**src/sv/r2h_pkg.sv**
```systemverilog
package r2h_pkg;

  localparam int ChanW    = 8;
  localparam int HueW     = 15;
  localparam int SatW     = 16;
  localparam int SatFracW = 15;

  // hue in 1/64 degree: 60 degrees per sector unit, 360 degrees full turn
  localparam int HueScale = 60 * 64;
  localparam int HueFull  = 6 * HueScale;

  // divider, one instance each for hue and saturation: numerator = remainder seed (DenW bits) over QuoW shifted bits
  localparam int DenW        = ChanW;
  localparam int QuoW        = SatW;
  localparam int NumW        = DenW + QuoW;
  localparam int DivStages   = 4;
  localparam int BitsPerStg  = QuoW / DivStages;

  // input reg, sort, scale, divider stages, output reg
  localparam int PipeDepth   = 3 + DivStages + 1;

  typedef enum logic [1:0] {
    SecRed   = 2'd0,
    SecGreen = 2'd1,
    SecBlue  = 2'd2
  } sector_e;

  typedef struct packed {
    logic [ChanW-1:0] brightness;
    logic             gray;
    sector_e          sector;
    logic             neg;
  } side_t;

endpackage

```
**src/sv/r2h_div.sv**
```systemverilog
module r2h_div (
  input  logic                     clk_i,
  input  logic [r2h_pkg::DivStages-1:0] en_i,
  input  logic [r2h_pkg::NumW-1:0] num_i,
  input  logic [r2h_pkg::DenW-1:0] den_i,
  output logic [r2h_pkg::QuoW-1:0] quo_o
);
  import r2h_pkg::*;

  // restoring divider, BitsPerStg quotient bits per stage; the top DenW bits
  // of the numerator must be below the divisor
  logic [DenW-1:0] rem_q [DivStages-1];
  logic [DenW-1:0] den_q [DivStages-1];
  logic [QuoW-1:0] num_q [DivStages-1];
  logic [QuoW-1:0] quo_q [DivStages];

  for (genvar j = 0; j < DivStages; j++) begin : g_stg
    logic [DenW-1:0] rem_in;
    logic [DenW-1:0] den_in;
    logic [QuoW-1:0] num_in;
    logic [QuoW-1:0] quo_in;
    logic [DenW-1:0] rem_d;
    logic [QuoW-1:0] num_d;
    logic [QuoW-1:0] quo_d;

    if (j == 0) begin : g_first
      assign rem_in = num_i[NumW-1 -: DenW];
      assign num_in = num_i[QuoW-1:0];
      assign den_in = den_i;
      assign quo_in = '0;
    end else begin : g_next
      assign rem_in = rem_q[j-1];
      assign num_in = num_q[j-1];
      assign den_in = den_q[j-1];
      assign quo_in = quo_q[j-1];
    end

    always_comb begin
      logic [DenW:0] trial;
      rem_d = rem_in;
      num_d = num_in;
      quo_d = quo_in;
      for (int b = 0; b < BitsPerStg; b++) begin
        trial = {rem_d, num_d[QuoW-1]};
        num_d = {num_d[QuoW-2:0], 1'b0};
        if (trial >= {1'b0, den_in}) begin
          trial = trial - {1'b0, den_in};
          quo_d = {quo_d[QuoW-2:0], 1'b1};
        end else begin
          quo_d = {quo_d[QuoW-2:0], 1'b0};
        end
        rem_d = trial[DenW-1:0];
      end
    end

    always_ff @(posedge clk_i) begin
      if (en_i[j]) begin
        quo_q[j] <= quo_d;
      end
    end

    if (j < DivStages - 1) begin : g_carry
      always_ff @(posedge clk_i) begin
        if (en_i[j]) begin
          rem_q[j] <= rem_d;
          num_q[j] <= num_d;
          den_q[j] <= den_in;
        end
      end
    end else begin : g_last
      // nothing left to carry past the final quotient bits
      logic unused_rem;
      assign unused_rem = ^{rem_d, num_d};
    end
  end

  assign quo_o = quo_q[DivStages-1];

endmodule

```
**src/sv/rgb_to_hsv_converter_top.sv**
```systemverilog
// RGB to HSV pixel converter.
// Input channel: valid_i / stall_o with red_i, green_i, blue_i. A pixel transfers
// on a rising edge with valid_i high and stall_o low.
// Output channel: valid_o / stall_i with hue_o (1/64 degree, 0..23039),
// saturation_o (Q1.15, 32768 = 1.0) and brightness_o (largest channel).
// Gray pixels give hue and saturation zero; ties pick red, then green, then blue.
// Throughput: one pixel per clock, sustained, with no stalls.
// The pipeline is an input register, a min/max/sector stage, a hue scaling
// multiply, four stages of restoring division (4 quotient bits each, hue and
// saturation side by side) and an output register.
// Stalls: each stage holds when it is full and the stage after it holds, so
// bubbles are squeezed out and stall_o rises only when every stage is full and
// stall_i is high. Nothing is dropped or repeated.
// Reset: rst_ni clears all valid bits; the pipeline comes up empty.
module rgb_to_hsv_converter_top (
  input  logic                       clk_i,
  input  logic                       rst_ni,
  input  logic                       valid_i,
  output logic                       stall_o,
  input  logic [r2h_pkg::ChanW-1:0]  red_i,
  input  logic [r2h_pkg::ChanW-1:0]  green_i,
  input  logic [r2h_pkg::ChanW-1:0]  blue_i,
  output logic                       valid_o,
  input  logic                       stall_i,
  output logic [r2h_pkg::HueW-1:0]   hue_o,
  output logic [r2h_pkg::SatW-1:0]   saturation_o,
  output logic [r2h_pkg::ChanW-1:0]  brightness_o
);
  import r2h_pkg::*;

  localparam int DivFirst = 3;
  localparam int OutStg   = PipeDepth - 1;

  logic [PipeDepth-1:0] v_q, v_d;
  logic [PipeDepth:0]   en;

  always_comb begin
    en[PipeDepth] = !stall_i;
    for (int k = PipeDepth - 1; k >= 0; k--) begin
      en[k] = !v_q[k] || en[k+1];
    end
  end

  assign stall_o = !en[0];

  always_comb begin
    v_d = v_q;
    if (en[0]) begin
      v_d[0] = valid_i;
    end
    for (int k = 1; k < PipeDepth; k++) begin
      if (en[k]) begin
        v_d[k] = v_q[k-1];
      end
    end
  end

  always_ff @(posedge clk_i or negedge rst_ni) begin
    if (!rst_ni) begin
      v_q <= '0;
    end else begin
      v_q <= v_d;
    end
  end

  // stage 0: input register
  logic [ChanW-1:0] r_q, g_q, b_q;

  always_ff @(posedge clk_i) begin
    if (en[0]) begin
      r_q <= red_i;
      g_q <= green_i;
      b_q <= blue_i;
    end
  end

  // stage 1: max, min, sector and |diff|
  side_t            side1_d;
  logic [ChanW-1:0] delta_d, adiff_d;

  always_comb begin
    logic [ChanW-1:0] mx, mn;
    logic [ChanW:0]   diff;
    mx = (r_q > g_q) ? r_q : g_q;
    mx = (mx > b_q) ? mx : b_q;
    mn = (r_q < g_q) ? r_q : g_q;
    mn = (mn < b_q) ? mn : b_q;
    delta_d = mx - mn;
    if (r_q >= mx) begin
      side1_d.sector = SecRed;
      diff = {1'b0, g_q} - {1'b0, b_q};
    end else if (g_q >= mx) begin
      side1_d.sector = SecGreen;
      diff = {1'b0, b_q} - {1'b0, r_q};
    end else begin
      side1_d.sector = SecBlue;
      diff = {1'b0, r_q} - {1'b0, g_q};
    end
    side1_d.neg        = diff[ChanW];
    adiff_d            = diff[ChanW] ? ChanW'(-diff) : diff[ChanW-1:0];
    side1_d.brightness = mx;
    side1_d.gray       = (delta_d == '0);
  end

  side_t            side_q [1:OutStg-1];
  logic [ChanW-1:0] delta_q, adiff_q;

  always_ff @(posedge clk_i) begin
    if (en[1]) begin
      side_q[1] <= side1_d;
      delta_q   <= delta_d;
      adiff_q   <= adiff_d;
    end
    for (int k = 2; k < OutStg; k++) begin
      if (en[k]) begin
        side_q[k] <= side_q[k-1];
      end
    end
  end

  // stage 2: numerators for both dividers
  logic [NumW-1:0] num_h_d;
  logic [NumW-1:0] num_h_q, num_s_q;
  logic [DenW-1:0] den_h_q, den_s_q;

  always_comb begin
    num_h_d = NumW'(adiff_q) * NumW'(HueScale);
    // offset minus a negative difference must still truncate toward zero,
    // so that quotient rounds up
    if (side_q[1].neg && (side_q[1].sector != SecRed)) begin
      num_h_d = num_h_d + NumW'(delta_q) - NumW'(1);
    end
  end

  always_ff @(posedge clk_i) begin
    if (en[2]) begin
      num_h_q <= num_h_d;
      num_s_q <= NumW'({delta_q, {SatFracW{1'b0}}});
      den_h_q <= delta_q;
      den_s_q <= side_q[1].brightness;
    end
  end

  // stages 3..6: |diff|*3840/delta (rounded up where noted) and delta*32768/max
  logic [QuoW-1:0] quo_h, quo_s;

  r2h_div u_div_hue (
    .clk_i (clk_i),
    .en_i  (en[DivFirst +: DivStages]),
    .num_i (num_h_q),
    .den_i (den_h_q),
    .quo_o (quo_h)
  );

  r2h_div u_div_sat (
    .clk_i (clk_i),
    .en_i  (en[DivFirst +: DivStages]),
    .num_i (num_s_q),
    .den_i (den_s_q),
    .quo_o (quo_s)
  );

  // output stage: add sector offset, wrap negative hue, zero gray pixels
  side_t                side_o;
  logic [HueW-1:0]      hue_d, hue_q;
  logic [SatW-1:0]      sat_q;
  logic [ChanW-1:0]     bright_q;

  assign side_o = side_q[OutStg-1];

  always_comb begin
    logic signed [SatW-1:0] base;
    logic signed [SatW-1:0] hq;
    case (side_o.sector)
      SecRed:   base = '0;
      SecGreen: base = SatW'(2 * HueScale);
      SecBlue:  base = SatW'(4 * HueScale);
      default:  base = '0;
    endcase
    if (side_o.neg) begin
      hq = base - signed'(quo_h);
    end else begin
      hq = base + signed'(quo_h);
    end
    if (hq < 0) begin
      hq = hq + SatW'(HueFull);
    end
    hue_d = side_o.gray ? '0 : hq[HueW-1:0];
  end

  always_ff @(posedge clk_i) begin
    if (en[OutStg]) begin
      hue_q    <= hue_d;
      sat_q    <= side_o.gray ? '0 : quo_s;
      bright_q <= side_o.brightness;
    end
  end

  assign valid_o      = v_q[OutStg];
  assign hue_o        = hue_q;
  assign saturation_o = sat_q;
  assign brightness_o = bright_q;

endmodule
```
**config.mk**
```make
export PLATFORM = sky130hd
export DESIGN_NAME = rgb_to_hsv_converter_top
export DESIGN_NICKNAME = d
export VERILOG_FILES = /design/src/sv/r2h_pkg.sv /design/src/sv/r2h_div.sv /design/src/sv/rgb_to_hsv_converter_top.sv
export SDC_FILE = /design/constraint.sdc
export NUM_CORES = 1
export LEC_CHECK = 0
export BUFFER_PORTS_ARGS = -buffer_cell sky130_fd_sc_hd__buf_2
export CAP_MARGIN = 20
export CELL_PAD_IN_SITES_DETAIL_PLACEMENT = 1
export CELL_PAD_IN_SITES_GLOBAL_PLACEMENT = 1
export CORE_MARGIN = 10
export CORE_UTILIZATION = 56
export CTS_CLUSTER_SIZE = 8
export DETAILED_ROUTE_END_ITERATION = 7
export PLACE_DENSITY_LB_ADDON = 0.15
export SYNTH_ARGS = -nofsm -noshare
export SYNTH_HDL_FRONTEND = slang
export SYNTH_HIERARCHICAL = 1
export SYNTH_SLANG_ARGS = --single-unit
export TNS_END_PERCENT = 50
```
**constraint.sdc**
```tcl
create_clock -name clk_i -period 15.4 [get_ports clk_i]
set_clock_uncertainty 0.2 [all_clocks]
set_input_delay 3.08 -clock clk_i [delete_from_list [all_inputs] [get_ports clk_i]]
set_output_delay 3.08 -clock clk_i [all_outputs]
set_load 0.02 [all_outputs]
```
## Yosys cells after proc, flatten, opt, wreduce, memory -nomap -nowiden

Memories as Yosys holds them, arrays and structs flattened. A register that Yosys moved wholly into a read port is not among the register bits.
Cells that the tools add are included.

- $lt $le $gt $ge: 39
- Reductions and logical operators: 21
- Multiply operators: 1
- Eq/ne operators: 2
- Add/subtract/negate cells: 40
- Mux-type cells: 87

Operators by type and width:

| cell | count |
|---|---|
| 8-bit 2-to-1 mux | 35 |
| 9-bit by 8-bit >= comparator with 1-bit output | 31 |
| 8-bit subtractor | 31 |
| 1-bit 2-to-1 mux | 44 |
| 14-bit case mux with 2 select lines | 1 |
| 8-bit by 8-bit subtractor with 9-bit output | 3 |
| 8-bit >= comparator | 3 |
| 21-bit by 1-bit subtractor with 22-bit output (second input constant) | 1 |
| 20-bit by 8-bit adder with 21-bit output | 1 |
| 20-bit 2-to-1 mux | 1 |
| 9-bit 2-to-1 mux | 2 |
| 16-bit adder | 1 |
| 8-bit greater-than comparator | 2 |
| 16-bit by 1-bit < comparator with 1-bit output (second input constant) | 1 |
| 8-bit < comparator | 2 |
| 16-bit 2-to-1 mux | 1 |
| 16-bit subtractor | 1 |
| 15-bit adder (second input constant) | 1 |
| 15-bit 2-to-1 mux | 1 |
| 8-bit by 4-bit multiplier with 12-bit output (second input constant) | 1 |
| 1-bit logical NOT | 10 |
| 8-bit logical NOT | 1 |
| 1-bit logical OR | 8 |
| 8-bit negator | 1 |
| other kinds (5) | 6 |

- Bits in writable memories: 368
- Logic and storage cells: 218
- Bits of input ports: 28
- Bits in registers: 109
- Memories: 9

Memories:

| name | depth | bits a word | read ports | clocked after memory_dff | write ports | line | text |
|---|---|---|---|---|---|---|---|
| side_q | 6 | 12 | 6 | 0 | 6 | rgb_to_hsv_converter_top.sv:105 | `side_t side_q [1:OutStg-1];` |
| u_div_hue.quo_q | 4 | 16 | 4 | 0 | 4 | r2h_div.sv:15 | `logic [QuoW-1:0] quo_q [DivStages];` |
| u_div_sat.quo_q | 4 | 16 | 4 | 1 | 4 | r2h_div.sv:15 |  |
| u_div_hue.num_q | 3 | 12 | 3 | 0 | 3 | r2h_div.sv:14 | `logic [QuoW-1:0] num_q [DivStages-1];` |
| u_div_sat.num_q | 3 | 12 | 3 | 0 | 3 | r2h_div.sv:14 |  |
| u_div_hue.den_q | 3 | 8 | 3 | 0 | 3 | r2h_div.sv:13 | `logic [DenW-1:0] den_q [DivStages-1];` |
| 3 more memories | - | - | - | - | - | - |  |

## Logic depth before layout (Yosys ltp)

Gate-level depths: netlist of the first run.

- Depth in word-level cells: 10
- Depth in mapped cells: 43
- Depth with buffers taken out: 41

## Cells and area by module

The synthesis of the first run kept the hierarchy.

Modules (own cells, without submodules):

| module | times used | cells each | area each (µm²) | seq. area each (µm²) |
|---|---|---|---|---|
| rgb_to_hsv_converter_top | 1 | 893 | 10777.8 | 5635.4 |
| r2h_div (u_div_hue) | 1 | 1035 | 10158.5 | 3363.2 |
| r2h_div (u_div_sat) | 1 | 1020 | 10058.4 | 3363.2 |

## Worst setup path after synthesis of the first run

No wires, ideal clock.

- Kind: input to output
- Start: input port stall_i
- End: output port stall_o
- Path slack: 6.305 ns
- Cell stages on the path: 6
- Arrival: 5.815 ns
- Cell sequence: and3_1 and3_1 nand3_1 inv_1 nand3_1 inv_1

- Cells in the longest elaborated chain, start to end: 10

Ends and longest elaborated chain:

| what | line | text |
|---|---|---|
| start, declared | rgb_to_hsv_converter_top.sv:24 | `input logic stall_i,` |
| 1-bit logical NOT | rgb_to_hsv_converter_top.sv:38 | `en[PipeDepth] = !stall_i;` |
| 1-bit logical OR (6 in a row) | rgb_to_hsv_converter_top.sv:40 | `en[k] = !v_q[k] \|\| en[k+1];` |
| via en[2] | rgb_to_hsv_converter_top.sv:35 | `logic [PipeDepth:0] en;` |
| 1-bit logical OR (2 in a row) | rgb_to_hsv_converter_top.sv:40 |  |
| 1-bit logical NOT | rgb_to_hsv_converter_top.sv:44 | `assign stall_o = !en[0];` |
| end, declared | rgb_to_hsv_converter_top.sv:19 | `output logic stall_o,` |

The timed path passes the listed nets, and every way through them passes these cells.

==> summary.md, run 1 <==
| Metric | Value |
|---|---|
| Outcome | finished, final reports clean |
| Post-Syn Instances | 2948 |
| CTS HTree Levels | 2 |
| Top-count cell post-synth | edfxtp_1 |
| Die area | 0.06516 mm^2 |
| PortBufs | 68 |
| Rel. slew slack | 26.80% |
| FFs w/ async S/R, synth | 1.937% |
| Synth Area in Simple Gates | 12.68% |
| Critical Path RT | 15550 ps |
| Vias in the first global route | 25130 |
| Syn avg cell area | 10.51 um^2 |
| I/O pin count | 69 |
| # setup viols final | 0 |
| Post-Syn Area | 0.03099 mm^2 |
| Max-slew violation count | 0 |
| Post-Synth XOR/XNOR Area | 5.958% |
| Cell Rows | 86 |
| RSZ-0062 raised after global routing | no |
| YS warnings | 6 |
| Hold buffers post-CTS | 0 |
| Initial antenna violation count | 1 |
| Adder-Cell Fraction of Synth Area | 16.73% |
| Mux share of post-synthesis cell area | 4.909% |
| Post-synth EDFFs | 405 |
| Seq/Total Area, Yosys | 39.88% |
| CP top delay family | compound AO/OA/AOI/OAI gates |
| Reg clk slew, reported paths | 50 ps |
| Wire per inst | 22.05 um |
| Grt ovf | 0 |
| Yosys top cell area share | 39.24% |
| Area Growth Syn to Fin | 9.486% |
| Gp weighted congestion | 0.9167 |
| Fin crit share | 69.36% |
| Die Y | 255.3 um |
| Vias per inst | 6.026 |
| Post-DP Area | 0.03227 mm^2 |
| Layout cell share with drive strength beyond 1 | 10.07% |
| CP Max Fanout | 14 |
| Most frequent cells after synthesis | edfxtp_1 (405), ha_1 (340), inv_1 (287), a21oi_1 (184), o21ai_0 (182) |
| Final Hold Vio Count | 0 |
| Setup TNS | 0 ps |
| Final #Nets | 3484 |
| Total Routing Usage GR | 25.78% |
| # DRC | 0 |
| Min Tclk post-route | 10680 ps |
| Core area | 0.05499 mm^2 |
| First-pass GRT wire length | 134.1 mm |
| Largest area contributor in the netlist | edfxtp_1 |
| Max-Cap Viols | 0 |
| Critical path arrival | 10830 ps |
| Post-cts sizing count | 0 |
| Min-Delay Path Class | reg2reg |
| Clock sink count | 413 |
| Register area | 0.01236 mm^2 |
| Largest family of logic cells by synthesized area | adder cells |
| DR iter-0 viols | 1130 |
| Worst-Skew Late Latency | 630 ps |
| Yosys cell types | 117 |
| Final HPWL DP | 65.07 mm |
| Dominant synthesized flop cell | edfxtp_1 |
| TritonRoute pass-1 iters | 5 |
| Critical path class | reg2reg |
| Worst setup SP type | flip-flop |
| CP endpoint kind | flip-flop |
| WL final | 84.80 mm |
| CP Buf/Inv Count | 5 |
| Die width | 255.3 um |
| CTS tree | done |
| Via Count | 23180 |
| Compound-gate portion of the synthesized area | 15.68% |
| ANT cells | 0 |
| Fmax | 93.63 MHz |
| Clock root buffer | clkbuf_16 |
| ANT nets after route | 0 |
| Setup bufs post-CTS | 0 |
| CP dominant cell by count | a21oi_1 |
| FF+latch count, synth | 413 |
| Fillcell total | 5938 |
| Clock Tree Buf Depth | 3 |
| Max stage delay cell, worst path | a22oi_1 |
| Largest net degree at the start of global routing | 77 |
| Slew of the pin with the lowest slew margin | 1087 ps |
| CP peak stage delay | 850 ps |
| Leading post-synthesis cells by cell area | edfxtp_1 (39%), ha_1 (14%), xnor2_1 (4.1%) |
| Multi-input gate area | 0.01745 mm^2 |
| Design Area, Final | 0.03394 mm^2 |
| Initial Util | 56.37% |
| TritonCTS Buffers | 58 |
-- worst reg2reg max path: cells and delay by family, from the launching register on --
kind,cells,cell delay [ps]
flops,1,480
mux,1,370
buf+inv,5,1090
simple gates,6,1230
compound gates,20,5690
fa+ha+maj,4,1370
-- layout make-up --
| type | count | area share [%] |
|---|---|---|
| Clock buffer | 83 | 4.583 |
| Multi-Input combinational cell | 2224 | 51.42 |
| Clock inverter | 5 | 0.2507 |
| Tap cell | 748 | 2.758 |
| Timing Repair Buffer | 81 | 1.327 |
| Inverter | 292 | 3.230 |
| Sequential cell | 413 | 36.43 |
-- registers in the layout, summed over array words and instances, names as in the netlist, 8 cells and up --
signal           cells
g_q                  8
u_div_hue/rem_q     24
u_div_sat/num_q     24
r_q                  8
brightness_o         8
delta_q              8
v_q                  8
u_div_hue/quo_q     40
side_q              65
b_q                  8
num_h_q             22
u_div_sat/den_q     24
u_div_hue/num_q     24
u_div_sat/quo_q     40
u_div_hue/den_q     24
hue_o               15
num_s_q              8
saturation_o        16
u_div_sat/rem_q     24
adiff_q              8
-- path summary, 6_finish.rpt --
kind,startpoint,endpoint,slack (ps),cells after the start
max,u_div_hue/den_q[0][1]$_DFFE_PP_,u_div_hue/rem_q[0][15]$_DFFE_PP_,4720,36
min,side_q[3][10]$_DFFE_PP_,brightness_o[6]$_DFFE_PP_,190,0
min in group asynchronous,rst_ni,v_q[7]$_DFFE_PN0P_,2090,1
max reg2reg,u_div_hue/den_q[0][1]$_DFFE_PP_,u_div_hue/rem_q[0][15]$_DFFE_PP_,4720,36
max in group asynchronous,rst_ni,v_q[3]$_DFFE_PN0P_,12700,1
min reg2reg,side_q[3][10]$_DFFE_PP_,brightness_o[6]$_DFFE_PP_,190,0
-- placed cells by master (no fill, tap or decap), types with 10 or more instances in the layout --
cell       instances
edfxtp_1         405
ha_1             340
inv_1            285
a21oi_1          184
o21ai_0          182
nor2_1           178
nand2_1          147
xnor2_1          144
nor2b_1           82
nand2b_1          74
a21o_1            70
buf_2             68
mux2_2            65
xor2_1            65
clkbuf_16         58
nor3_1            57
mux2i_1           55
fa_1              46
nand3_1           42
nand4_1           35
o21a_1            34
clkbuf_1          24
or3_1             23
o21bai_1          22
conb_1            22
and3_1            21
a211oi_1          21
a221o_1           20
o211ai_1          16
or2_2             15
a31oi_1           13
nor4_1            13
mux2_4            12
buf_4             12
and4_1            11
o21ai_1           11
o221ai_1          10
-- per-stage QoR --
step                      utilization (%)  hold slack [ps]  instances  worst slack [ps]
after floorplan                         -            200.3       2969              6305
after global placement              58.70            200.7       3757              5324
after detailed placement            58.70            205.7       3757              4858
after CTS                           61.68            199.2       3845              4866
after global routing                61.72            216.6       3846              4028
final                               61.72            192.2       3846              4719
-- metal layers --
metal	track usage [%]	routed length [um]
met5	0	13
met4	8.245	2424
met3	3.777	3147
met2	46.78	43490
met1	30.85	35730
-- cells by family (layout without fill, tap and decap cells) --
logic type	after synthesis	in the layout
multiplexers	137	137
other	1	22
flip-flops	413	413
adder cells (fa/ha/maj)	387	387
buffers and inverters	332	461
AND/OR/NAND/NOR	753	753
XOR/XNOR	210	210
AO/OA/AOI/OAI	715	715
Power of run 1 is left out: the tool's default activity adds up to more than one toggle a clock period on the data nets, which glitch-free logic cannot reach.
==> run 2, diff against run 1 <==
Settings changed: CORE_UTILIZATION 56 to 52.
Clock period 15.4 ns to 10.1 ns, I/O delays scaled along.
==> run 2 against run 1 <==
Compared with the run above: highest routed layer is now met4; flip-flop and latch count unchanged; wire length down 1.2%; design area up 1.0%; critical path depth up 4; final cell count up 1.2%; largest cell class unchanged; via count down 0.10%; fmax up 13%; non-clock buffer count up 16.
==> summary.md, run 2 (synthesized netlist as in run 1, its figures left out) <==
| Metric | Value |
|---|---|
| Outcome | finished, final reports clean |
| First-pass GRT wire length | 133.5 mm (-0.42%) |
| Wire per inst | 21.52 um (-2.4%) |
| Die Y | 264.1 um (+3.5%) |
| PortBufs | 68 (unchanged) |
| Grt ovf | 0 (unchanged) |
| Die area | 0.06977 mm^2 (+7.1%) |
| Worst setup SP type | flip-flop |
| DR iter-0 viols | 1197 (+5.9%) |
| Initial antenna violation count | 0 (-1) |
| Clock root buffer | clkbuf_16 |
| Register area | 0.01236 mm^2 (unchanged) |
| CP peak stage delay | 430 ps (-420 ps) |
| CTS tree | done |
| # DRC | 0 (unchanged) |
| Final #Nets | 3501 (+0.49%) |
| Cell Rows | 89 (+3.5%) |
| Largest regs | side_q x65, u_div_hue/quo_q x40, u_div_sat/quo_q x40 |
| Min-Delay Path Class | reg2reg |
| CP Max Fanout | 12 (-2) |
| Slew of the pin with the lowest slew margin | 1066 ps (-20.93 ps) |
| Gp weighted congestion | 0.9023 (-1.6%) |
| Total Routing Usage GR | 23.19% (-2.6 points) |
| I/O pin count | 69 (unchanged) |
| Rel. slew slack | 28.71% (+1.9 points) |
| Fin crit share | 93.65% (+24 points) |
| Via Count | 23150 (-0.10%) |
| WL final | 83.77 mm (-1.2%) |
| Design Area, Final | 0.03429 mm^2 (+1.0%) |
| Multi-input gate area | 0.01753 mm^2 (+0.44%) |
| CP endpoint kind | flip-flop |
| Worst-Skew Late Latency | 610 ps (-20 ps) |
| Layout cell share with drive strength beyond 1 | 11.03% (+0.95 points) |
| Largest net degree at the start of global routing | 78 (+1.3%) |
| Clock Tree Buf Depth | 3 (unchanged) |
| TritonCTS Buffers | 59 (+1.7%) |
| TritonRoute pass-1 iters | 5 (unchanged) |
| Final Hold Vio Count | 0 (unchanged) |
| ANT nets after route | 0 (unchanged) |
| Most frequent cells in the layout | edfxtp_1 (405), ha_1 (340), inv_1 (284) |
| CTS HTree Levels | 2 (unchanged) |
| ANT cells | 0 (unchanged) |
| Fmax | 105.7 MHz (+13%) |
| Critical path arrival | 9620 ps (-1210 ps) |
| Max stage delay cell, worst path | ha_1 |
| Critical Path RT | 10260 ps (-5290 ps) |
| Largest Register | side_q |
| # setup viols final | 0 (unchanged) |
| Max-slew violation count | 0 (unchanged) |
| Max-Cap Viols | 0 (unchanged) |
| Commonest non-fill, non-tap cell in the layout | edfxtp_1 |
| Vias per inst | 5.947 (-1.3%) |
| Area Growth Syn to Fin | 10.62% |
| Min Tclk post-route | 9458 ps (-1223 ps) |
| Critical path class | reg2reg |
| Core area | 0.05902 mm^2 (+7.3%) |
| Initial Util | 52.52% (-3.9 points) |
| Post-DP Area | 0.03235 mm^2 (+0.24%) |
| Largest register FFs | 65 (unchanged) |
| Fillcell total | 6358 (+7.1%) |
| Clock sink count | 413 (unchanged) |
| Reg clk slew, reported paths | 50 ps (about the same) |
| Die width | 264.1 um (+3.5%) |
| Vias in the first global route | 24810 (-1.3%) |
| Final HPWL DP | 64.95 mm (-0.18%) |
-- run 2: cell type report --
type                            count  share of cell area [%]
Clock buffer                       88                   4.744
Clock inverter                      6                  0.2591
Inverter                          292                   3.208
Multi-Input combinational cell   2224                   51.12
Sequential cell                   413                   36.05
Tap cell                          773                   2.821
Timing Repair Buffer               97                   1.795
-- run 2: path summary, 6_finish.rpt --
check / slack (ps) / depth (start not counted) / from / to
max: 640 / 40 / u_div_hue/den_q[0][5]$_DFFE_PP_ / u_div_hue/rem_q[0][12]$_DFFE_PP_
min: 190 / 0 / side_q[1][13]$_DFFE_PP_ / side_q[2][1]$_DFFE_PP_
max reg2reg: 640 / 40 / u_div_hue/den_q[0][5]$_DFFE_PP_ / u_div_hue/rem_q[0][12]$_DFFE_PP_
min reg2reg: 190 / 0 / side_q[1][13]$_DFFE_PP_ / side_q[2][1]$_DFFE_PP_
max in group asynchronous: 8370 / 1 / rst_ni / v_q[3]$_DFFE_PN0P_
min in group asynchronous: 1090 / 1 / rst_ni / v_q[5]$_DFFE_PN0P_
-- run 2: worst max-delay path: cells and delay by family (launching register included) --
family | cells | cell delay (ps)
AOI/OAI and AO/OA | 21 | 4710
adders and majority gates | 4 | 1350
buffers and inverters | 7 | 1150
and+or+nand+nor | 7 | 980
DFF | 1 | 420
muxes | 1 | 400
-- run 2: per-stage QoR --
stage	setup WS [ps]	hold slack (ps)	setup TNS (ps)	cells	util [%]
2_1_floorplan	1171	200.3	0	2969	-
3_3_place_gp	441.8	200.6	0	3788	54.81
3_5_place_dp	204.5	205.2	0	3788	54.81
4_1_cts	173.8	178.4	0	3882	57.72
5_1_grt	-17.42	187.5	-75.95	3893	58.09
6_report	641.8	190.1	0	3893	58.09
-- run 2: per-layer routing --
layer	global-route usage (%)	vias to the layer above	part of all wire (%)
met2	41.96	385	51
li1	-	11100	-
met3	2.788	124	3.1
met4	5.683	0	1.8
met5	0	-	0
met1	28.83	11540	44
-- run 2: what timing repair did --
item                       CTS  global route
resized for setup            0            20
hold buffers                 0             0
setup endpoints to repair    0            35
buffers inserted             0             6
Power of run 2 is left out for the same reason.
==> run 3, diff against run 2 <==
Settings changed: CORE_UTILIZATION 52 to 47, SLEW_MARGIN set to 15, SYNTH_HIERARCHICAL 1 to unset.
Clock period 10.1 ns to 8.6 ns, I/O delays scaled along.
==> run 3 against run 2 <==
Compared with the run above: worst setup slack worse by 350 ps; wire length is 3.8% lower; die area is 2.4% higher; final cell count is 0.49% higher; global-route usage is 1.2 points lower; first-iteration DRC count is 3.6% lower; synthesized cell count is 4.9% lower; highest routed layer unchanged.
==> summary.md, run 3 <==
| Metric | Value |
|---|---|
| Outcome | finished, final reports clean |
| Vias per inst | 5.768 (-3.0%) |
| Fmax | 120.3 MHz (+14%) |
| Most frequent cells in the layout | edfxtp_1 (357), ha_1 (328), inv_1 (238) |
| FFs w/ async S/R, synth | 2.192% (+0.25 points) |
| Clock Tree Buf Depth | 3 (unchanged) |
| Clock sink count | 365 (-12%) |
| Area Growth Syn to Fin | 16.33% |
| Largest register FFs | 42 (-35%) |
| I/O pin count | 69 (unchanged) |
| CP peak stage delay | 440 ps (about the same) |
| Fillcell total | 6618 (+4.1%) |
| Leading post-synthesis cells by cell area | edfxtp_1 (37%), ha_1 (15%), xnor2_1 (4.2%) |
| First-pass GRT wire length | 127.7 mm (-4.4%) |
| FF+latch count, synth | 365 (-12%) |
| Worst setup SP type | flip-flop |
| Post-Syn Area | 0.02875 mm^2 (-7.2%) |
| Gp weighted congestion | 0.8873 (-1.7%) |
| Critical path class | reg2reg |
| DR iter-0 viols | 1154 (-3.6%) |
| Wire per inst | 20.61 um (-4.2%) |
| Pre-CTS setup slack | -399.9 ps (-604.4 ps) |
| Rel. slew slack | 34.18% (+5.5 points) |
| TritonRoute pass-1 iters | 5 (unchanged) |
| Largest Register | side_q |
| Final worst slack | 287.7 ps (-354.1 ps) |
| Largest regs | side_q x42, u_div_hue.quo_q x40, u_div_sat.quo_q x40 |
| Critical Path RT | 8730 ps (-1530 ps) |
| YS warnings | 0 (-6) |
| Post-DP Area | 0.03128 mm^2 (-3.3%) |
| Slew of the pin with the lowest slew margin | 983.9 ps (-81.74 ps) |
| Util after Layout | 55.31% (-2.8 points) |
| Dominant synthesized flop cell | edfxtp_1 |
| Final HPWL DP | 63.08 mm (-2.9%) |
| Core area | 0.06047 mm^2 (+2.5%) |
| Die area | 0.07147 mm^2 (+2.4%) |
| Largest area contributor in the netlist | edfxtp_1 |
| Grt ovf | 0 (unchanged) |
| # DRC | 0 (unchanged) |
| CP endpoint kind | flip-flop |
| Yosys cell types | 83 (-29%) |
| Die Y | 267.3 um (+1.2%) |
| R2R setup slack | 290 ps (-350 ps) |
| Max stage delay cell, worst path | edfxtp_1 |
| Design Area, Final | 0.03345 mm^2 (-2.4%) |
| Via Count | 22560 (-2.5%) |
| Commonest non-fill, non-tap cell in the layout | edfxtp_1 |
| Clock root buffer | clkbuf_16 |
| Top-count cell post-synth | edfxtp_1 |
| Most frequent cells after synthesis | edfxtp_1 (357), ha_1 (335), inv_1 (242), nor2_1 (223), o21ai_0 (158) |
| Max-Cap Viols | 0 (unchanged) |
| TritonCTS Buffers | 52 (-12%) |
| Initial Util | 47.55% (-5.0 points) |
| Worst-Skew Late Latency | 600 ps (about the same) |
| CP top delay family | compound AO/OA/AOI/OAI gates |
| WL final | 80.62 mm (-3.8%) |
| PortBufs | 68 (unchanged) |
| CTS HTree Levels | 2 (unchanged) |
| Yosys top cell area share | 37.28% (-2.0 points) |
| Cell Rows | 90 (+1.1%) |
| Max-slew violation count | 0 (unchanged) |
| Post-synth EDFFs | 357 (-12%) |
| Syn avg cell area | 10.25 um^2 (-2.5%) |
| Layout cell share with drive strength beyond 1 | 18.31% (+7.3 points) |
| Syn_nets | 3205 |
| RSZ-0062 raised after global routing | yes |
| Critical path arrival | 8450 ps (-1170 ps) |
| Fin crit share | 96.65% (+3.0 points) |
| Min-Delay Path Class | reg2reg |
| Final Hold Vio Count | 0 (unchanged) |
| CP dominant cell by count | buf_4 |
| Post-Syn Instances | 2805 (-4.9%) |
| Vias in the first global route | 24040 (-3.1%) |
| Total Routing Usage GR | 21.98% (-1.2 points) |
| Largest net degree at the start of global routing | 66 (-15%) |
| Hold buffers post-CTS | 0 (unchanged) |
| Final #Nets | 3503 (+0.057%) |
| Initial antenna violation count | 0 (unchanged) |
| ANT nets after route | 0 (unchanged) |
| Seq/Total Area, Yosys | 37.98% (-1.9 points) |
| Die width | 267.3 um (+1.2%) |
| CP Buf/Inv Count | 9 (+2) |
| Min Tclk post-route | 8312 ps (-1146 ps) |
| CP Max Fanout | 8 (-4) |
| # setup viols final | 0 (unchanged) |
| ANT cells | 0 (unchanged) |
| CTS tree | done |
| Reg clk slew, reported paths | 50 ps (about the same) |
run 3: path summary, 6_finish.rpt:
path / depth (start not counted) / end / start
worst min-delay path: 0 / u_div_hue.num_q[0][2]$_DFFE_PP_ / num_h_q[2]$_SDFFCE_PN0P_
min in group asynchronous: 1 / v_q[4]$_DFFE_PN0P_ / rst_ni
worst min register to register: 0 / u_div_hue.num_q[0][2]$_DFFE_PP_ / num_h_q[2]$_SDFFCE_PN0P_
max in group asynchronous: 1 / v_q[6]$_DFFE_PN0P_ / rst_ni
worst max register to register: 38 / u_div_sat.rem_q[0][15]$_DFFE_PP_ / u_div_sat.den_q[0][1]$_DFFE_PP_
worst max-delay path: 38 / u_div_sat.rem_q[0][15]$_DFFE_PP_ / u_div_sat.den_q[0][1]$_DFFE_PP_
run 3: layout make-up:
class	instances	area, um^2	share of cell area (%)
Inverter	246	925.9	2.768
Sequential cell	365	10920	32.65
Clock inverter	5	61.31	0.1833
Timing Repair Buffer	292	2058	6.154
Tap cell	782	978.4	2.925
Multi-Input combinational cell	2146	17100	51.13
Clock buffer	76	1401	4.190
run 3: cell families after synthesis:
group           count (synthesis)  synth area share, %
compound gates                720                16.58
simple gates                  700                12.28
fa+ha+maj                     372                17.15
flops                         365                37.98
buf+inv                       294                3.903
xor+xnor                      197                6.049
mux                           157                6.053
run 3: metrics by stage:
step | std cells | TNS [ps] | hold WS, ps
2_1_floorplan | 2805 | 0 | 200.3
4_1_cts | 3876 | -28.88 | 202.3
3_5_place_dp | 3792 | -4865 | 205.2
6_report | 3912 | 0 | 207.8
3_3_place_gp | 3792 | -82.24 | 200.5
5_1_grt | 3912 | -1489 | 214.3
run 3: timing repair:
| action | in CTS | in global routing |
|---|---|---|
| resized for setup | 16 | 100 |
| endpoints found under the setup margin | 29 | 56 |
| setup buffers | 3 | 34 |
| pin swaps | 1 | 26 |
run 3: worst reg2reg max path, delay by kind of cell (launching register included):
kind                       cells  cell delay (ps)
AOI/OAI and AO/OA             20             3780
adders and majority gates      4             1110
buffers and inverters          9             1300
DFF                            1              440
muxes                          2              690
and+or+nand+nor                3              530
run 3: layer usage:
layer / routed length (um) / up-vias / GRT usage [%]
met5: 0 / - / 0
li1: - / 10960 / -
met3: 2525 / 110 / 2.394
met1: 35010 / 11150 / 27.04
met4: 1776 / 0 / 5.742
met2: 41310 / 341 / 40.17
Power of run 3 is left out for the same reason.
